$ cat src/bft_pkg.sv
// Shared types, constants and the endpoint hash of the bidirectional flow table.
// Used by bft_ctrl, bft_datapath and bidirectional_flow_table; depends on nothing.
package bft_pkg;

  localparam int unsigned HashW = 16;
  localparam logic [HashW-1:0] HashMul = 16'd13;
  localparam int unsigned HashBytes = 6;
  localparam int unsigned BucketOutW = 10;

  typedef struct packed {
    logic [31:0] src_addr;
    logic [31:0] dst_addr;
    logic [15:0] src_port;
    logic [15:0] dst_port;
    logic [7:0]  protocol;
  } in_beat_t;

  typedef struct packed {
    logic [31:0]           flow_id;
    logic                  created;
    logic                  table_full;
    logic [BucketOutW-1:0] bucket;
  } out_beat_t;

  // One way of a bucket row as it sits in the table memory.
  typedef struct packed {
    logic        valid;
    logic [63:0] addrs;
    logic [31:0] ports;
    logic [31:0] id;
  } way_t;

  typedef struct packed {
    logic clear;
    logic load;
    logic resolve;
  } ctrl_cmd_t;

  typedef struct packed {
    logic clear_last;
    logic out_blocked;
  } ctrl_sts_t;

  // Folds the four address bytes and then the two port bytes, most significant
  // first. Only the low bits survive, which is all the bucket index needs.
  function automatic logic [HashW-1:0] endpoint_hash(logic [31:0] addr, logic [15:0] port);
    logic [8*HashBytes-1:0] bytes_v;
    logic [HashW-1:0]       h;
    bytes_v = {addr, port};
    h = '0;
    for (int i = HashBytes - 1; i >= 0; i--) begin
      h = h * HashMul + {8'h00, bytes_v[8*i +: 8]};
    end
    return h;
  endfunction

endpackage

$ cat src/bft_ctrl.sv
// Controller of the bidirectional flow table: clearing pass, accept and resolve.
// Depends on bft_pkg for the command and status structs.
module bft_ctrl (
  input  logic                  clk_i,
  input  logic                  rst_ni,
  input  logic                  in_valid_i,
  output logic                  in_stall_o,
  output bft_pkg::ctrl_cmd_t    cmd_o,
  input  bft_pkg::ctrl_sts_t    sts_i
);

  typedef enum logic [1:0] {
    StClear,
    StIdle,
    StResolve
  } state_e;

  state_e state_q, state_d;
  logic   in_stall_q;

  always_comb begin
    state_d = state_q;
    unique case (state_q)
      StClear: begin
        if (sts_i.clear_last) state_d = StIdle;
      end
      StIdle: begin
        if (in_valid_i) state_d = StResolve;
      end
      StResolve: begin
        if (!sts_i.out_blocked) state_d = StIdle;
      end
      default: state_d = StClear;
    endcase
  end

  always_ff @(posedge clk_i or negedge rst_ni) begin
    if (!rst_ni) begin
      state_q    <= StClear;
      in_stall_q <= 1'b1;
    end else begin
      state_q    <= state_d;
      in_stall_q <= (state_d != StIdle);
    end
  end

  assign in_stall_o    = in_stall_q;
  assign cmd_o.clear   = (state_q == StClear);
  assign cmd_o.load    = (state_q == StIdle) && in_valid_i;
  assign cmd_o.resolve = (state_q == StResolve) && !sts_i.out_blocked;

endmodule

$ cat config.mk
export PLATFORM = sky130hd
export DESIGN_NAME = bft_ctrl
export DESIGN_NICKNAME = d
export VERILOG_FILES = /design/src/bft_pkg.sv /design/src/bft_ctrl.sv
export SDC_FILE = /design/constraint.sdc
export NUM_CORES = 1
export LEC_CHECK = 0
export BUFFER_PORTS_ARGS = -buffer_cell sky130_fd_sc_hd__buf_2
export CAP_MARGIN = 30
export CELL_PAD_IN_SITES_DETAIL_PLACEMENT = 0
export CELL_PAD_IN_SITES_GLOBAL_PLACEMENT = 1
export CORE_AREA = 2 2 39 41
export DETAILED_ROUTE_END_ITERATION = 10
export DIE_AREA = 0 0 41 43
export GPL_ROUTABILITY_DRIVEN = 0
export PLACE_DENSITY_LB_ADDON = 0.1
export RECOVER_POWER = 100
export SYNTH_ARGS = -nofsm -noshare
export SYNTH_HDL_FRONTEND = slang
export SYNTH_SLANG_ARGS = --single-unit
$ cat constraint.sdc
create_clock -name clk_i -period 1.4 [get_ports clk_i]
set_input_delay 0 -clock clk_i [delete_from_list [all_inputs] [get_ports clk_i]]
set_output_delay 0 -clock clk_i [all_outputs]
set_load 0.02 [all_outputs]
# Word-level counts from Yosys, hierarchy flattened
# Index checks and enable logic that the tools add are counted.
[totals]
output_inout_bits = 4
input_bits = 5
reg_bits = 3
word_cells = 13
[op_classes]
reduce_logical = 4
eq_ne = 3
mux = 4
[op_table]
columns = ["op", "count"]
rows = [
  ["2-to-1 mux 2 bit", 3],
  ["case mux 2 bit (3 select lines)", 1],
  ["== test 2 x 1 -> 1 bit, second input constant", 1],
  ["== test 2 bit, second input constant", 1],
  ["logical AND 1 bit", 2],
  ["logical NOT 2 bit", 1],
  ["!= test 2 x 1 -> 1 bit, second input constant", 1],
  ["logical NOT 1 bit", 1],
]

# Longest topological paths before layout
# Gate-level depths: netlist of run 1.
[depth]
depth_word = 3
depth_mapped = 2

# Worst setup path before layout of run 1
# Ideal clock, no wire load.
[synth_path]
path_type = "register to output"
start = "register state_q[0]"
end = "output cmd_o[0] (netlist bit)"
path_stages_with_launch = 2
arrival_time_ps = 964
slack_ps = 436
n_path_buf = 0
required_time_ps = 1400
cell_sequence = "dfrtp_1 nor3b_1"
[synth_lines]
columns = ["item", "line", "text"]
rows = [
  ["from (decl)", "bft_ctrl.sv:18", "state_e state_q, state_d;"],
  ["from (signal assigned)", "bft_ctrl.sv:39", "state_q <= StClear;"],
  ["from (signal assigned)", "bft_ctrl.sv:42", "state_q <= state_d;"],
  ["to (decl)", "bft_ctrl.sv:8", "output bft_pkg::ctrl_cmd_t cmd_o,"],
]

==> run metrics, run 1 <==
Initial Util=10.5%; Synth Register Bits=3; PD cells=2270 nW/µm²; DP Cell Count=37; first-pass iteration count of the detailed router=1; internal power component=333 µW; run status=completed; DR WL/cell=8.88 µm; worst skew pair latency=0.24 ns; sequential element share of the synthesized area=52.6%; CTS Root Buffer Type=clkbuf_4; hold_ws=0.103 ns; period utilization=81.8%; Synth Area per Inst=11.2 µm²; Non-Filler Instances=43; initial DRC count=0; fin nets=33; diode count=0; yosys warns=0; Layout area overhead=67.2%; Post-CTS Setup Bufs=0; Total GRT Usage=6.23%; Critical Path Fanout Max=7; crit path setup slack, layout=0.254 ns; DIE HEIGHT=43 µm; CTS resizes=0; minimum clock period after layout=1.15 ns; Final Hold Fails=0; FP Rows=14; Post-Syn Nets=18; Core Area=1380 µm²; I/O Pins=9; crit start category=flop; Vias/cell=3.44; max-slew violations=0; PortBufs=8; Post-Syn Area=145 µm²; switching part of the total=39.7%; Fin Clk Skew=0.00465 ns; die area=1760 µm²; leak pwr=0.110 nW; final setup fails=0; hpwl dp=295 µm; cell count after synthesis=13; max-cap violations=0; Post-route DRC=0; Inserted Clock Buffers=3; cell depth of the worst flop-to-flop path=2; switching power=219 µW; Combinational Power Share=38.6%; Die X=41 µm; Reg clk slew, reported paths=0.04 ns; Rel. slew slack=83.0%; sequential share of power=33.5%; Setup Crit Path Kind=flop to primary output; # clock sinks=3; setup TNS=0 ns; first-pass GRT wire length=621 µm; proportion of power drawn by the clock network=27.9%; Fillers=164; H-tree Lvls=1; grt ovf=0; Data required, critical path=1.40 ns; initial antenna violation count=0; RSZ-0062 raised after global routing=false; Synth cell types=11; Hold Buf Count CTS=2; layout cell share with drive strength beyond 1=25.9%; number of global-route vias before repair=171; Hold Crit Class=primary input to asynchronous set/reset pin; Peak VDD IR=0.314 mV; Achievable Freq=0.873 GHz; Detail Route Antenna Nets=0; Setup WS pre-CTS=0.426 ns; Worst-Margin Slew=0.257 ns; CTS tree=done; Pwr Total=552 µW; Arr. time, crit path=1.15 ns; largest net degree at the start of global routing=8; Setup crit end kind=primary output; Total Wirelength=382 µm; clk buf depth=2; detailed-route via count=148
## cells in the mapped netlist
| library cell | count | area share [%] |
|---|---|---|
| and2_4 | 1 | 6.0 |
| a21o_1 | 1 | 5.2 |
| o32ai_1 | 1 | 6.0 |
| dfstp_2 | 1 | 18 |
| nand2b_1 | 1 | 4.3 |
| o32a_1 | 1 | 6.9 |
| nor2_1 | 2 | 5.2 |
| nor3b_1 | 1 | 5.2 |
| and3b_1 | 1 | 6.0 |
| inv_1 | 1 | 2.6 |
| dfrtp_1 | 2 | 34 |
## metrics by stage
| step | area (µm²) | util, % |
|---|---|---|
| after detailed placement | 205 | 14.8 |
| after floorplan | 145 | - |
| after global routing | 243 | 17.5 |
| after global placement | 205 | 14.8 |
| final | 243 | 17.5 |
| after CTS | 251 | 18.2 |
## layout make-up
cell class              instances  area, µm²  share of cell area (%)
multi-input cells               9       62.6                    25.8
inverters                       1       3.75                    1.55
clock buffers                   4       26.3                    10.8
flip-flops and latches          3       76.3                    31.4
well taps                      16       20.0                    8.25
repair buffers                 10       53.8                    22.2
## per-layer routing
metal	wire length (µm)	vias up	share of wire [%]	track usage (%)
met1	157	64	41	5.81
met2	170	7	45	7.19
met4	19	0	5.0	10.0
met5	0	-	0	0
met3	36	2	9.4	3.14
li1	-	75	-	-
## power groups by stage
stage          clock [mW]  sequential (mW)  combinational, mW
3_5_place_dp            0            0.187              0.230
5_1_grt             0.175            0.198              0.231
2_1_floorplan           0            0.195              0.144
6_report            0.154            0.185              0.213
4_1_cts             0.161            0.186              0.235
3_3_place_gp            0            0.183              0.234
## final timing paths
path                            start          to  slack, ns
setup / recovery           state_q[0]    cmd_o[0]       0.25
hold / removal                 rst_ni  state_q[0]       0.10
setup reg to reg           state_q[1]  in_stall_o       0.36
hold reg to reg            state_q[0]  state_q[0]       0.61
max in group asynchronous      rst_ni  in_stall_o       1.07
min in group clk_i           sts_i[1]  state_q[0]       0.12
## logic make-up after synthesis
family                 share of synthesized area, %
AO/OA/AOI/OAI                                  18.1
AND/OR/NAND/NOR                                26.7
buffers and inverters                          2.58
flip-flops                                     52.6
## registers in the layout (all words and copies together), names as in the netlist
register,flops
state_q,2
in_stall_o,1
## layout by cell type (no fill, tap or decap)
master,count
o32ai_1,1
a21o_1,1
nand2b_1,1
nor2_1,2
nor3b_1,1
clkbuf_1,6
clkbuf_4,3
dfstp_2,1
buf_2,3
inv_1,1
and3b_1,1
and2_0,1
dfrtp_1,2
dlygate4sd3_1,2
o32a_1,1
## critical path: stages, from the launching register on
cell	delay, ns
dfrtp_1	0.44
nor3b_1	0.22
clkbuf_1	0.25
Power figures use the tool's default switching activity.
==> run 2: changes to the inputs <==
ABC_AREA = 1   (was default)
clock period = 1.2 ns   (was 1.4 ns; I/O delays follow)
==> run 2 against run 1 <==
Against the previous run:
- count of clock-buffer cells in the layout did not move
- clock skew fell by 0.0031 ns
- combinational power rose by 13%
- via count rose by 8.8%
- die area did not move
- register-to-register slack improved by 0.03 ns
- clock power rose by 13%
- sequential share of layout area rose by 0.49 points
- sequential cell count did not move
- hold slack got worse by 0.093 ns
- non-clock buffer count fell by 1
- critical path type unchanged
==> run metrics, run 2 <==
cell count after synthesis=20 (was 13); Hold Crit Class=primary input to flop (was primary input to asynchronous set/reset pin); first-pass iteration count of the detailed router=2 (was 1); Post-synth EDFFs=0 (unchanged); PortBufs=8 (unchanged); Synth cell types=7 (was 11); final setup fails=0 (unchanged); CTS resizes=0 (unchanged); max reg flops=2 (unchanged); Layout area overhead=63.2% (was 67.2%); run status=completed (unchanged); Inserted Clock Buffers=3 (unchanged); r2r startpoint=state_q[0] (was state_q[1]); Worst-Margin Slew=0.255 ns (was 0.257 ns); Post-Syn Nets=25 (was 18); Post-Syn Area=146 µm² (was 145 µm²); max-cap violations=0 (unchanged); hpwl dp=299 µm (was 295 µm); CTS tree=done (unchanged); Rel. slew slack=83.1% (was 83.0%); worst skew pair latency=0.23 ns (was 0.24 ns); Total Wirelength=356 µm (was 382 µm); Arr. time, crit path=1.07 ns (was 1.15 ns); # clock sinks=3 (unchanged); CP startpoint=state_q[0] (unchanged); cells along the critical path=inv_1 > nand3_1 > inv_1 > clkbuf_2 (was nor3b_1 > clkbuf_1); Post-CTS Setup Bufs=0 (unchanged); Critical Path Fanout Max=4 (was 7); Post-synth ARST share=100% (unchanged); detailed-route via count=161 (was 148); first-pass GRT wire length=676 µm (was 621 µm); largest net degree at the start of global routing=5 (was 8); Pwr Total=616 µW (was 552 µW); most frequent cells in the layout=inv_1 (6), nand3_1 (4), clkbuf_1 (4) (was clkbuf_1 (6), clkbuf_4 (3), buf_2 (3)); H-tree Lvls=1 (unchanged); layout cell share with drive strength beyond 1=27.3% (was 25.9%); Synth Area per Inst=7.32 µm² (was 11.2 µm²); minimum clock period after layout=1.07 ns; Top cell by count, worst path=inv_1; CP max-delay cell=dfrtp_1 (unchanged); Synth area leader=dfrtp_1 (unchanged); DR WL/cell=7.27 µm (was 8.88 µm); Detail Route Antenna Nets=0 (unchanged); Peak VDD IR=0.414 mV (was 0.314 mV); Core Area=1380 µm² (unchanged); number of global-route vias before repair=167 (was 171); yosys warns=0 (unchanged); Achievable Freq=0.934 GHz; FP Rows=14 (unchanged); most common cell in the netlist=inv_1; max-slew violations=0 (unchanged); DIE HEIGHT=43 µm (unchanged); Final Hold Fails=0 (unchanged); PD cells=2580 nW/µm² (was 2270 nW/µm²); Fin Clk Skew=0.00152 ns (was 0.00465 ns); diode count=0 (unchanged); setup TNS=0 ns (unchanged); commonest non-fill, non-tap cell in the layout=inv_1 (was clkbuf_1); grt ovf=0 (unchanged); largest cells by area after synthesis=dfrtp_1 (34%), dfstp_2 (18%), inv_1 (15%) (was dfrtp_1 (34%), dfstp_2 (18%), o32a_1 (6.9%)); Reg clk slew, reported paths=0.04 ns (about the same); leak pwr=0.140 nW (was 0.110 nW); Hold Startpoint=sts_i[1]; Die X=41 µm (unchanged); Most used DFF post-synth=dfrtp_1 (unchanged); initial DRC count=5 (was 0); fin nets=39 (was 33); Setup Crit Path Kind=flop to primary output (unchanged); Data required, critical path=1.20 ns (was 1.40 ns); sequential element share of the synthesized area=52.1% (was 52.6%); commonest cells in the netlist=inv_1 (6), nand3_1 (4), nand2_1 (3), nor2_1 (3), dfrtp_1 (2) (was dfrtp_1 (2), nor2_1 (2)); initial antenna violation count=0 (unchanged); Vias/cell=3.29 (was 3.44); I/O Pins=9 (unchanged); Total GRT Usage=6.11% (was 6.23%); RSZ-0062 raised after global routing=false (unchanged); Setup crit end kind=primary output (unchanged); CTS Root Buffer Type=clkbuf_4 (unchanged); crit start category=flop (unchanged); Initial Util=10.6% (was 10.5%); Fillers=176 (was 164); die area=1760 µm² (unchanged); Post-route DRC=0 (unchanged); Largest Register=state_q (unchanged); Synth Register Bits=3 (unchanged); clk buf depth=2 (unchanged); Max stage delay on crit path=0.41 ns (was 0.44 ns); period utilization=89.2%; Yosys top cell area share=34.2% (was 34.5%)
-- run 2: worst paths after layout --
path	cells past startpoint	slack (ns)	to
worst max register to register	4	0.39	in_stall_o
worst max-delay path	4	0.13	cmd_o[0]
min in group asynchronous	2	0.11	state_q[1]
worst min-delay path	4	0.01	in_stall_o
worst min register to register	2	0.60	state_q[1]
max in group asynchronous	2	0.87	in_stall_o
-- run 2: layout make-up --
class                      count  area, µm²  area share, %
timing repair buffer           9       46.3           19.4
tap                           16       20.0           8.38
multi-input combinational     11       47.5           19.9
clock buffer                   4       26.3           11.0
sequential                     3       76.3           31.9
inverter                       6       22.5           9.42
-- run 2: kinds of logic (layout without fill, tap and decap cells) --
kind of cell,count (synthesis),in the layout,share of synthesized area (%)
DFF,3,3,52.1
AOI/OAI and AO/OA,1,1,3.42
buffers and inverters,6,19,15.4
and+or+nand+nor,10,10,29.1
-- run 2: layer usage --
metal	wire length (µm)	track usage [%]
met5	0	0
met4	0	6.00
met3	15	3.14
met2	177	7.19
met1	163	7.35
-- run 2: report_power, final --
part	switching, mW	internal [mW]
Clock	0.0497	0.124
Combinational	0.165	0.0747
Sequential	0.0413	0.161
Total	0.256	0.360
-- run 2: through the flow --
step                      hold slack (ns)  util [%]  setup slack (ns)  std cells  cell area [µm²]
after floorplan                    -0.296         -             0.178         20              146
after global placement             -0.204      14.9             0.371         44              206
after detailed placement           -0.203      14.9             0.368         44              206
after CTS                         0.00647      17.5             0.113         49              243
after global routing               0.0267      17.3            0.0158         49              239
final                              0.0101      17.3             0.130         49              239
-- run 2: worst max-delay path: cells and delay by family, from the launching register on --
family        cells  cell delay [ns]
buf+inv           3             0.33
flops             1             0.41
simple gates      1             0.11
-- run 2: what timing repair did --
action                                 in CTS  in global routing
endpoints found under the hold margin       3                  0
hold buffers                                1                  0
setup endpoints to repair                   0                  0
